**config.mk**
```make
export PLATFORM = sky130hd
export DESIGN_NAME = b3o_div_cell
export DESIGN_NICKNAME = d
export VERILOG_FILES = /design/src/rtl/b3o_div_cell.sv
export SDC_FILE = /design/constraint.sdc
export NUM_CORES = 1
export LEC_CHECK = 0
export BUFFER_PORTS_ARGS = -buffer_cell sky130_fd_sc_hd__buf_4
export CAP_MARGIN = 20
export CELL_PAD_IN_SITES_DETAIL_PLACEMENT = 0
export CELL_PAD_IN_SITES_GLOBAL_PLACEMENT = 1
export CORE_MARGIN = 1
export CORE_UTILIZATION = 36
export DETAILED_ROUTE_END_ITERATION = 10
export PLACE_DENSITY = 0.86
export SLEW_MARGIN = 20
export SYNTH_ARGS = -nofsm -noshare
export SYNTH_HDL_FRONTEND = slang
export SYNTH_SLANG_ARGS = --single-unit
```
**constraint.sdc**
```tcl
create_clock -name clk -period 3.04 [get_ports clk]
set_input_delay 0.456 -clock clk [delete_from_list [all_inputs] [get_ports clk]]
set_output_delay 0.456 -clock clk [all_outputs]
set_load 0.02 [all_outputs]
```
**src/rtl/b3o_div_cell.sv**
```systemverilog
`default_nettype none
// One restoring division step: one quotient bit per cell, MSB first.
module b3o_div_cell #(
  parameter int W = 32
) (
  input  wire logic         clk,
  input  wire logic         en,
  input  wire logic [W-1:0] div_i,
  input  wire logic [W-1:0] rem_i,
  input  wire logic [W-1:0] num_i,
  input  wire logic [W-1:0] quo_i,
  input  wire logic [W-1:0] org_i,
  output logic      [W-1:0] rem_o,
  output logic      [W-1:0] num_o,
  output logic      [W-1:0] quo_o,
  output logic      [W-1:0] org_o
);

  logic [W:0]   trial;
  logic         ge;
  logic [W-1:0] rem_nxt, num_nxt, quo_nxt;
  logic [W-1:0] rem_r, num_r, quo_r, org_r;

  always_comb begin
    trial   = {rem_i, num_i[W-1]};
    ge      = (trial >= {1'b0, div_i});
    rem_nxt = ge ? W'(trial - {1'b0, div_i}) : trial[W-1:0];
    num_nxt = {num_i[W-2:0], 1'b0};
    quo_nxt = {quo_i[W-2:0], ge};
  end

  always_ff @(posedge clk) begin
    if (en) begin
      rem_r <= rem_nxt;
      num_r <= num_nxt;
      quo_r <= quo_nxt;
      org_r <= org_i;
    end
  end

  assign rem_o = rem_r;
  assign num_o = num_r;
  assign quo_o = quo_r;
  assign org_o = org_r;

endmodule
`default_nettype wire

```
==> reports/results.ini <==
[logic_synthesis]
synth_area_um2 = 6150
ys.flop_type = edfxtp_1
postSynthCellCount = 488
synth_warnings = 0
async_flop_share = 0
ys_types = 50
avgSynthCellArea_um2 = 12.6
synth_edf_count = 127
ys_seq_area_frac = 0.620
ys_ff_latch = 127
synth_nets = 683

[grt]
antenna_found_initial = 0
grt_use_total = 0.215
grt_pass1_vias = 5389
grt-ovfl-total = 0
grt_pass1_wl_um = 28800
grt_max_degree = 74

[sta]
period_needed_ns = 2.77
min_period_over_period = 0.913
rsz0062_at_grt = false
setup_viol = 0
hold_viol = 0
fmax_mhz = 360
drv_slew = 0
worst_slack_ns = 0.265

[route]
ant_nets = 0
top_layer = met4
totalWireLength_um = 18400
wl_met2_um = 9840
num_vias = 5092
met1_length_um = 6990
first_pass_iters = 5
wl_per_cell_um = 17.3
drt_iter0_markers = 258
viasPerCell = 4.80
drc = 0
met3_wirelength_um = 1060

[die]
core_um2 = 16600
dieArea_um2 = 17600
io_pins = 290
initial_core_util = 0.370
die_h_um = 133
fp.dieW_um = 133
fp-row-count = 47

[power_and_ir_drop]
seq_power_share = 0.411
peakVddDrop_mv = 0.363
p_sw_frac = 0.284
power.density_nw_per_um2 = 568
combPwrFrac = 0.254
p_clk_frac = 0.335
p_int_w = 0.00383
finalPower_w = 0.00535
p_sw_w = 0.00152
p_leak_nw = 4.25

[final_layout]
nets = 1023
final_area_um2 = 9410
n_antenna_cell = 0
utilization = 0.566
instances_no_fill = 1060
syn_to_final_growth_pct = 53.0
num-fill-cells = 1364
drive_gt1_frac = 0.456

[clock_network]
cts_setup_buffers = 0
cts.clk_slew.worst_paths_ns = 0.06
cts.sinks = 127
ctsHoldBuffers = 0
cts_root_buf = clkbuf_16
cts_resized = 0
cts_tree = built
cts_htree_levels = 4
clockBufferDepth = 2
cts_made_buffers = 17

[flow_run]
max-cap-violations = 0

[placement]
place_congestion = 0.847
dpl.cell_count = 1029
dp_hpwl_um = 14600
dpl_worst_slack_ns = -0.149
portBuffers = 287
placed_cell_area_um2 = 8890

[worst_hold_path]
worstHoldPathType = in2reg

[worst_setup_path]
crit_arrival_ns = 2.92
start_kind = input pin
crit_fanout = 6
cp_data_required_time_ns = 3.19
end_kind = register
path_class = in2reg

[status]
status = completed

-- routing by layer --
metal / vias up / GRT usage
li1: 2468 / -
met1: 2395 / 0.229
met2: 198 / 0.404
met3: 31 / 0.0540
met4: 0 / 0.0849
met5: - / 0
-- layout by cell type, fill, tap and decap left out, types with 4 or more instances in the layout --
cell type,Yosys,routed
a21o_1,8,8
a21oi_1,54,54
buf_4,2,336
clkbuf_16,0,17
clkinv_2,0,4
edfxtp_1,127,127
ha_1,32,32
inv_1,46,46
mux2_4,8,8
nand2_1,24,24
nand2b_1,7,7
nand3_1,8,8
nand4_1,8,8
nor2_1,37,37
o21a_1,6,5
o21ai_0,17,17
o21ai_1,4,4
o21bai_1,5,5
o31ai_1,7,7
xnor2_1,16,16
xor2_1,10,10
-- critical path, cell delays in order --
cell and delay, ns:
buf_4 0.12, ha_1 0.22, fa_1 0.39, nor2b_1 0.19, o2111ai_1 0.19, a21oi_1 0.27
o31ai_1 0.16, a21oi_2 0.35, a21oi_1 0.14, o31ai_1 0.33, o21ai_1 0.12
-- cell usage after synthesis, types with 3 or more instances --
library cell	count	area [um2]
o21ai_1	4	20.0
and2_1	3	18.8
o21bai_1	5	37.5
a2111oi_0	3	26.3
o21a_1	6	45.0
edfxtp_1	127	3810
xor2_1	10	87.6
nand3_1	8	40.0
o21ai_0	17	85.1
xnor2_1	16	140
buf_6	5	56.3
nand4_1	8	50.1
ha_1	32	400
o31ai_1	7	52.6
a21o_1	8	60.1
mux2_4	8	120
clkbuf_1	6	22.5
nor3_1	3	15.0
a211oi_1	3	22.5
nand2b_1	7	43.8
a21oi_1	54	270
nor2_1	37	139
inv_1	46	173
nand2_1	24	90.1
buf_2	5	25.0
-- kinds of logic after synthesis --
family,after synthesis,share of synthesized area
flops,127,0.620
compound gates,120,0.119
simple gates,107,0.0850
buf+inv,64,0.0474
fa+ha+maj,33,0.0683
xor+xnor,26,0.0370
mux,10,0.0228
other cells,1,0.000610
-- path summary, 6_finish.rpt --
path | startpoint | endpoint | slack (ns) | cells after the start
worst max-delay path | div_i[0] | rem_o[26]$_DFFE_PP_ | 0.27 | 11
worst min-delay path | org_i[3] | org_o[3]$_DFFE_PP_ | 0.22 | 1
-- power groups by stage --
stage	Sequential (W)	Combinational, W	Clock, W
after floorplan	0.00246	0.000458	0
after CTS	0.00220	0.00137	0.00183
after global routing	0.00221	0.00146	0.00191
after global placement	0.00223	0.00134	0
after detailed placement	0.00223	0.00136	0
final	0.00220	0.00136	0.00179
-- final cells by class --
class | instances | area (um2) | share of cell area
multi-input combinational | 297 | 2050 | 0.218
clock inverter | 14 | 93.8 | 0.00997
inverter | 46 | 173 | 0.0183
timing repair buffer | 339 | 2580 | 0.274
sequential | 127 | 3810 | 0.405
tap | 220 | 275 | 0.0292
clock buffer | 17 | 425 | 0.0452
-- registers in the layout (all words and copies together), names as in the netlist --
signal	flops
quo_o	32
num_o	31
org_o	32
rem_o	32
-- stage by stage --
| step | setup TNS [ns] | hold slack, ns |
|---|---|---|
| 6_report | 0 | 0.217 |
| 5_1_grt | 0 | 0.199 |
| 2_1_floorplan | 0 | 0.555 |
| 3_3_place_gp | -0.823 | 0.635 |
| 3_5_place_dp | -1.54 | 0.636 |
| 4_1_cts | 0 | 0.204 |
Note: power is estimated with default switching activity, not from simulation.
