==> config.mk <==
export PLATFORM = sky130hd
export DESIGN_NAME = b3o_setup
export DESIGN_NICKNAME = d
export VERILOG_FILES = /design/src/rtl/b3o_pkg.sv /design/src/rtl/b3o_setup.sv
export SDC_FILE = /design/constraint.sdc
export NUM_CORES = 2
export LEC_CHECK = 0
export ABC_AREA = 1
export BUFFER_PORTS_ARGS = -buffer_cell sky130_fd_sc_hd__buf_2
export CAP_MARGIN = 20
export CORE_UTILIZATION = 24
export CTS_BUF_LIST = sky130_fd_sc_hd__clkbuf_4
export DETAILED_ROUTE_END_ITERATION = 16
export HOLD_SLACK_MARGIN = 0.02
export PLACE_DENSITY = 0.49
export SLEW_MARGIN = 40
export SYNTH_ARGS = -nofsm -noshare
export SYNTH_HDL_FRONTEND = slang
export SYNTH_SLANG_ARGS = --single-unit
==> constraint.sdc <==
create_clock -name clk -period 8.7 [get_ports clk]
set_input_delay 1.305 -clock clk [delete_from_list [all_inputs] [get_ports clk]]
set_output_delay 1.305 -clock clk [all_outputs]
set_load 0.02 [all_outputs]
==> src/rtl/b3o_pkg.sv <==
`default_nettype none
package b3o_pkg;

  localparam int INDEX_BITS_DEF   = 32;
  localparam int MAX_GRID_DIM_DEF = 1024;
  localparam int MAX_LAYERS_DEF   = 256;

  localparam int DATA_W  = 32;
  localparam int GRID_W  = 11;
  localparam int LAYER_W = 9;
  localparam int CFG_IDX_W = 3;

  typedef enum logic [CFG_IDX_W-1:0] {
    CFG_TOTAL_ROWS  = 3'd0,
    CFG_TOTAL_COLS  = 3'd1,
    CFG_GRID_ROWS   = 3'd2,
    CFG_GRID_COLS   = 3'd3,
    CFG_GRID_LAYERS = 3'd4,
    CFG_SPLIT_COL   = 3'd5
  } cfg_idx_t;

  typedef enum logic [2:0] {
    ST_DIV_M,
    ST_DIV_N,
    ST_MUL_B,
    ST_DIV_SM,
    ST_DIV_SL,
    ST_MUL_L,
    ST_DONE
  } setup_st_t;

  typedef struct packed {
    logic [31:0] global_row;
    logic [31:0] global_col;
  } in_t;

  typedef struct packed {
    logic [7:0]  owner_layer;
    logic [9:0]  owner_grid_row;
    logic [9:0]  owner_grid_col;
    logic [31:0] local_row;
    logic [31:0] local_col;
  } out_t;

  typedef struct packed {
    logic              ready;
    logic              split;
    logic [GRID_W-1:0] pr_m1;
    logic [GRID_W-1:0] pc_m1;
    logic [LAYER_W-1:0] nl_m1;
    logic [DATA_W-1:0] m_share;
    logic [DATA_W-1:0] n_share;
    logic [DATA_W-1:0] base_r;
    logic [DATA_W-1:0] base_c;
    logic [DATA_W-1:0] s_mid;
    logic [DATA_W-1:0] s_last;
    logic [DATA_W-1:0] lb_mid;
    logic [DATA_W-1:0] lb_last;
  } setup_t;

endpackage
`default_nettype wire

==> src/rtl/b3o_setup.sv <==
`default_nettype none
// Config registers plus the per-config shares, worked out by a serial divider.
module b3o_setup #(
  parameter int INDEX_BITS   = b3o_pkg::INDEX_BITS_DEF,
  parameter int MAX_GRID_DIM = b3o_pkg::MAX_GRID_DIM_DEF,
  parameter int MAX_LAYERS   = b3o_pkg::MAX_LAYERS_DEF
) (
  input  wire logic                           clk,
  input  wire logic                           rst_n,
  input  wire logic                           cfg_valid,
  input  wire logic [b3o_pkg::CFG_IDX_W-1:0]  cfg_index,
  input  wire logic [31:0]                    cfg_data,
  output b3o_pkg::setup_t                     setup
);

  localparam int W  = (INDEX_BITS < 32) ? INDEX_BITS : 32;
  localparam int CW = $clog2(W);
  localparam int GW = b3o_pkg::GRID_W;
  localparam int LW = b3o_pkg::LAYER_W;

  logic [31:0]   total_rows_r, total_cols_r;
  logic [GW-1:0] grid_rows_r, grid_cols_r;
  logic [LW-1:0] grid_layers_r;
  logic          split_r;

  b3o_pkg::setup_st_t st_r, st_nxt;
  logic [CW-1:0] cnt_r, cnt_nxt;
  logic [W-1:0]  rem_r, num_r, quo_r;
  logic [W-1:0]  rem_nxt, num_nxt, quo_nxt;
  logic [W-1:0]  m_share_r, n_share_r, base_r_r, base_c_r;
  logic [W-1:0]  s_mid_r, s_last_r, lb_mid_r, lb_last_r;

  logic [GW-1:0] pr, pc;
  logic [LW-1:0] nl;
  logic [W-1:0]  tm, tn, op_n, op_d, cur_n, cur_r, cur_q;
  logic [W:0]    trial;
  logic          ge, is_div, last_bit;

  always_comb begin
    if (grid_rows_r == '0) pr = GW'(1);
    else if (32'(grid_rows_r) > 32'(MAX_GRID_DIM)) pr = GW'(MAX_GRID_DIM);
    else pr = grid_rows_r;
    if (grid_cols_r == '0) pc = GW'(1);
    else if (32'(grid_cols_r) > 32'(MAX_GRID_DIM)) pc = GW'(MAX_GRID_DIM);
    else pc = grid_cols_r;
    if (grid_layers_r == '0) nl = LW'(1);
    else if (32'(grid_layers_r) > 32'(MAX_LAYERS)) nl = LW'(MAX_LAYERS);
    else nl = grid_layers_r;
    tm = total_rows_r[W-1:0];
    tn = total_cols_r[W-1:0];
  end

  always_ff @(posedge clk) begin
    if (!rst_n) begin
      total_rows_r  <= 32'd1;
      total_cols_r  <= 32'd1;
      grid_rows_r   <= GW'(1);
      grid_cols_r   <= GW'(1);
      grid_layers_r <= LW'(1);
      split_r       <= 1'b1;
    end else if (cfg_valid) begin
      case (cfg_index)
        b3o_pkg::CFG_TOTAL_ROWS:  total_rows_r  <= cfg_data;
        b3o_pkg::CFG_TOTAL_COLS:  total_cols_r  <= cfg_data;
        b3o_pkg::CFG_GRID_ROWS:   grid_rows_r   <= cfg_data[GW-1:0];
        b3o_pkg::CFG_GRID_COLS:   grid_cols_r   <= cfg_data[GW-1:0];
        b3o_pkg::CFG_GRID_LAYERS: grid_layers_r <= cfg_data[LW-1:0];
        b3o_pkg::CFG_SPLIT_COL:   split_r       <= cfg_data[0];
        default: ;
      endcase
    end
  end

  // operand select for the shared divider
  always_comb begin
    op_n = tm;
    op_d = W'(pr);
    case (st_r)
      b3o_pkg::ST_DIV_M: begin
        op_n = tm;
        op_d = W'(pr);
      end
      b3o_pkg::ST_DIV_N: begin
        op_n = tn;
        op_d = W'(pc);
      end
      b3o_pkg::ST_DIV_SM: begin
        op_n = split_r ? n_share_r : m_share_r;
        op_d = W'(nl);
      end
      b3o_pkg::ST_DIV_SL: begin
        op_n = split_r ? W'(tn - base_c_r) : W'(tm - base_r_r);
        op_d = W'(nl);
      end
      default: ;
    endcase
    is_div   = (st_r == b3o_pkg::ST_DIV_M) || (st_r == b3o_pkg::ST_DIV_N) ||
               (st_r == b3o_pkg::ST_DIV_SM) || (st_r == b3o_pkg::ST_DIV_SL);
    last_bit = (cnt_r == CW'(W - 1));
    cur_n    = (cnt_r == '0) ? op_n : num_r;
    cur_r    = (cnt_r == '0) ? '0 : rem_r;
    cur_q    = (cnt_r == '0) ? '0 : quo_r;
    trial    = {cur_r, cur_n[W-1]};
    ge       = (trial >= {1'b0, op_d});
    rem_nxt  = ge ? W'(trial - {1'b0, op_d}) : trial[W-1:0];
    num_nxt  = {cur_n[W-2:0], 1'b0};
    quo_nxt  = {cur_q[W-2:0], ge};
    cnt_nxt  = (is_div && !last_bit) ? CW'(cnt_r + 1'b1) : '0;
  end

  always_comb begin
    st_nxt = st_r;
    case (st_r)
      b3o_pkg::ST_DIV_M:  if (last_bit) st_nxt = b3o_pkg::ST_DIV_N;
      b3o_pkg::ST_DIV_N:  if (last_bit) st_nxt = b3o_pkg::ST_MUL_B;
      b3o_pkg::ST_MUL_B:  st_nxt = b3o_pkg::ST_DIV_SM;
      b3o_pkg::ST_DIV_SM: if (last_bit) st_nxt = b3o_pkg::ST_DIV_SL;
      b3o_pkg::ST_DIV_SL: if (last_bit) st_nxt = b3o_pkg::ST_MUL_L;
      b3o_pkg::ST_MUL_L:  st_nxt = b3o_pkg::ST_DONE;
      b3o_pkg::ST_DONE:   st_nxt = b3o_pkg::ST_DONE;
      default:            st_nxt = b3o_pkg::ST_DIV_M;
    endcase
    if (cfg_valid) st_nxt = b3o_pkg::ST_DIV_M;
  end

  always_ff @(posedge clk) begin
    if (!rst_n) begin
      st_r  <= b3o_pkg::ST_DIV_M;
      cnt_r <= '0;
    end else begin
      st_r  <= st_nxt;
      cnt_r <= cfg_valid ? '0 : cnt_nxt;
    end
  end

  always_ff @(posedge clk) begin
    rem_r <= rem_nxt;
    num_r <= num_nxt;
    quo_r <= quo_nxt;
    if (last_bit && st_r == b3o_pkg::ST_DIV_M)  m_share_r <= quo_nxt;
    if (last_bit && st_r == b3o_pkg::ST_DIV_N)  n_share_r <= quo_nxt;
    if (last_bit && st_r == b3o_pkg::ST_DIV_SM) s_mid_r   <= quo_nxt;
    if (last_bit && st_r == b3o_pkg::ST_DIV_SL) s_last_r  <= quo_nxt;
    if (st_r == b3o_pkg::ST_MUL_B) begin
      base_r_r <= W'(m_share_r * W'(pr - 1'b1));
      base_c_r <= W'(n_share_r * W'(pc - 1'b1));
    end
    if (st_r == b3o_pkg::ST_MUL_L) begin
      lb_mid_r  <= W'(s_mid_r * W'(nl - 1'b1));
      lb_last_r <= W'(s_last_r * W'(nl - 1'b1));
    end
  end

  always_comb begin
    setup.ready   = (st_r == b3o_pkg::ST_DONE);
    setup.split   = split_r;
    setup.pr_m1   = GW'(pr - 1'b1);
    setup.pc_m1   = GW'(pc - 1'b1);
    setup.nl_m1   = LW'(nl - 1'b1);
    setup.m_share = 32'(m_share_r);
    setup.n_share = 32'(n_share_r);
    setup.base_r  = 32'(base_r_r);
    setup.base_c  = 32'(base_c_r);
    setup.s_mid   = 32'(s_mid_r);
    setup.s_last  = 32'(s_last_r);
    setup.lb_mid  = 32'(lb_mid_r);
    setup.lb_last = 32'(lb_last_r);
  end

endmodule
`default_nettype wire

==> impl_metrics.toml <==
[outcome]
status = "finished clean"

[power]
p_per_area_nw_per_um2 = 93.0
vdd_drop_max_mv = 0.0973
p_sw_share_pct = 34.9
internal_power_w = 0.00382
seqPwrFrac_pct = 41.2
leakage_nw = 28.7
power_w = 0.00586
p_switching_w = 0.00205
combinationalPowerShare_pct = 22.7
p_clk_share_pct = 36.1

[clock_network]
cts_tree = "yes"
cts_inserted_buffers = 134
cts_buffer_depth = 3
root_buffer = "clkbuf_4"
clock_latency_ns = 1.13
hold_buffers = 0
cts.sinks = 454
post-cts-setup-buffer-count = 0
cts_resized = 0
clk_pin_slew_ns = 0.07
htreeDepth = 4

[logic_synthesis]
yosys.area.top_type_share_pct = 31.7
synth_seq_area_share_pct = 21.0
synthCells = 6686
synth_top_area_cell = "fa_1"
synth.distinct_cells = 63
synthArstFlopShare_pct = 0
ys_warn_count = 0
synth-seq-cells = 454
syn_avg_cell_area_um2 = 8.31
netlist_top_cells_area = "fa_1 32%, edfxtp_1 14%, inv_1 9.9%"
synth_ff_type = "edfxtp_1"
synth_edf_count = 256
syn_area_um2 = 55600

[worst_setup_path]
crit_start = "grid_rows_r[2]"
crit_type = "register to register"
cp.required_ns = 9.51
endpoint = "base_r_r[30]"
r2r_end = "base_r_r[30]"
critPathArrivalTime_ns = 8.47
crit_path_max_fanout = 11
reg2reg_from = "grid_rows_r[2]"
crit_top_cell = "nand2_1"
reg2reg_depth = 32
critPathLaunchType = "register"
critPathMaxStageDelay_ns = 0.55
crit_path_end_kind = "register"
critPathSlowestCell = "fa_1"
ff2ff_setup_slack_ns = 1.04

[final_layout]
syn2layout_area_growth_pct = 13.5
final_util_pct = 27.4
layout.nets = 8396
drive_above_1_share_pct = 9.99

[die]
die_area_um2 = 233000
io_pins = 327
initial_core_util_pct = 24.1
core_area_um2 = 230000
row_count = 176
die_x_um = 483
die_h_um = 483

[sta]
rsz0062_at_grt = "false"
slew_headroom_pct = 39.4
fin_ws_ns = 1.04
holdWs_ns = 0.385
worst_pin_slew_ns = 0.905
period_needed_ns = 7.66
fmax_mhz = 131
finalCritPeriodShare_pct = 88.1
skew_ns = 0.0880
drv_slew = 0
final_hold_viol_count = 0
tns_ns = 0
setup_viol = 0

[run]
maxCapViolations = 0

[drt]
wl_per_cell_um = 20.5
routed_via_density = 4.50
firstDrtPassIters = 6
antenna_left = 0
drc = 0
vias = 46080
totalWireLength_um = 210000
drt-initial-drc-count = 3495

[grt]
grt.total_usage_pct = 18.1
grt_max_degree = 96
grt_pass1_vias = 47988
grt_pass1_wl_um = 314000
overflow = 0
antenna_found_initial = 34

[hold_path]
hold_path_class = "register to register"

[place]
port_buffers = 326
place_congestion = 0.917
dpl_worst_slack_ns = 1.15
post-dp-hpwl_um = 171000
[area by class of cell]
type / instances / area [um^2]
fillers: 24958 / 167000
inverters: 1482 / 5560
diodes: 16 / 40.0
flip-flops and latches: 454 / 11700
clock buffers: 186 / 1400
multi-input cells: 4627 / 38000
clock inverters: 43 / 260
repair buffers: 405 / 2340
well taps: 3026 / 3790
[layout by cell type (no fill, tap or decap), types with 62 or more instances in the layout]
| master | synthesis | final |
|---|---|---|
| inv_1 | 1460 | 1455 |
| nand2_1 | 1230 | 1226 |
| fa_1 | 881 | 881 |
| nor2_1 | 843 | 820 |
| ha_1 | 373 | 373 |
| buf_2 | 8 | 326 |
| a21oi_1 | 299 | 299 |
| o21ai_0 | 288 | 286 |
| edfxtp_1 | 256 | 256 |
| dfxtp_1 | 198 | 197 |
| clkbuf_4 | 0 | 186 |
| nand3_1 | 156 | 156 |
| xor2_1 | 110 | 109 |
| conb_1 | 2 | 88 |
| xnor2_1 | 67 | 67 |
| buf_4 | 2 | 62 |
[logic make-up (layout without fill, tap and decap cells)]
logic type      count (synthesis)  in the layout  synth area share (%)
fa+ha+maj                    1254           1254                  40.1
other cells                     2            104                0.0135
simple gates                 2357           2357                  17.1
buf+inv                      1691           2116                  11.5
xor+xnor                      179            179                  2.87
flops                         454            454                  21.0
compound gates                749            749                  7.44
[flip-flops by register name, indices dropped and copies added (netlist names)]
register       cells
base_c_r          32
base_r_r          32
cnt_r              5
grid_cols_r       11
grid_layers_r      9
grid_rows_r       11
lb_last_r         32
lb_mid_r          32
m_share_r         32
n_share_r         32
num_r             31
quo_r             31
rem_r             32
s_last_r          32
s_mid_r           32
split_r            1
st_r               3
tm                32
tn                32
[metal layers]
metal / global-route usage (%) / wire length (um)
met5: 0 / 8
met4: 7.23 / 8670
met3: 3.50 / 15000
met2: 28.8 / 95500
met1: 24.0 / 90600
[power groups by stage]
stage / logic, W / registers [W] / clock network [W]
2_1_floorplan: 0.000919 / 0.00244 / 0
3_3_place_gp: 0.00131 / 0.00246 / 0
3_5_place_dp: 0.00132 / 0.00246 / 0
4_1_cts: 0.00133 / 0.00241 / 0.00221
5_1_grt: 0.00149 / 0.00242 / 0.00232
6_report: 0.00133 / 0.00241 / 0.00212
[worst min path at each step]
stage / cells past startpoint / end / slack (ns) / from
floorplan: 2 / num_r[23] / 0.40 / num_r[22]
global placement: 2 / num_r[29] / 0.41 / num_r[28]
detailed placement: 2 / num_r[29] / 0.41 / num_r[28]
CTS: 3 / tm[30] / 0.29 / cfg_data[30]
global route: 3 / tm[30] / 0.36 / cfg_data[30]
finish: 2 / num_r[14] / 0.39 / num_r[13]
[metrics by stage]
step	instances	area, um^2
floorplan	6772	55900
global placement	9981	61100
detailed placement	9994	61300
CTS	10223	63000
global route	10233	63000
finish	10239	63000
[worst max-delay path: cells and delay by family, from the launching register on]
family | cells | cell delay, ns
adders and majority gates | 7 | 3.15
and+or+nand+nor | 12 | 1.50
AOI/OAI and AO/OA | 6 | 1.43
buffers and inverters | 6 | 0.82
DFF | 1 | 0.34
xor gates and xnor gates | 1 | 0.16
[synthesized netlist by cell type (5+ instances only)]
library cell and n:
inv_1 1460, nand2_1 1230, fa_1 881, nor2_1 843
ha_1 373, a21oi_1 299, o21ai_0 288, edfxtp_1 256
dfxtp_1 198, clkbuf_1 156, nand3_1 156, xor2_1 110
xnor2_1 67, buf_1 39, nor3_1 29, nand4_1 24
o21bai_1 22, a21o_1 21, o21ai_1 20, a221oi_1 18
inv_2 17, o211ai_1 17, a31oi_1 15, nand3b_1 13
nand2_2 9, nor2_2 9, nor4_1 9, buf_2 8
o21a_1 8, o22ai_1 8, or2_2 8, o221ai_1 7
a211oi_1 6, clkinv_1 5, nor3_2 5
(Power assumes the default switching activity.)
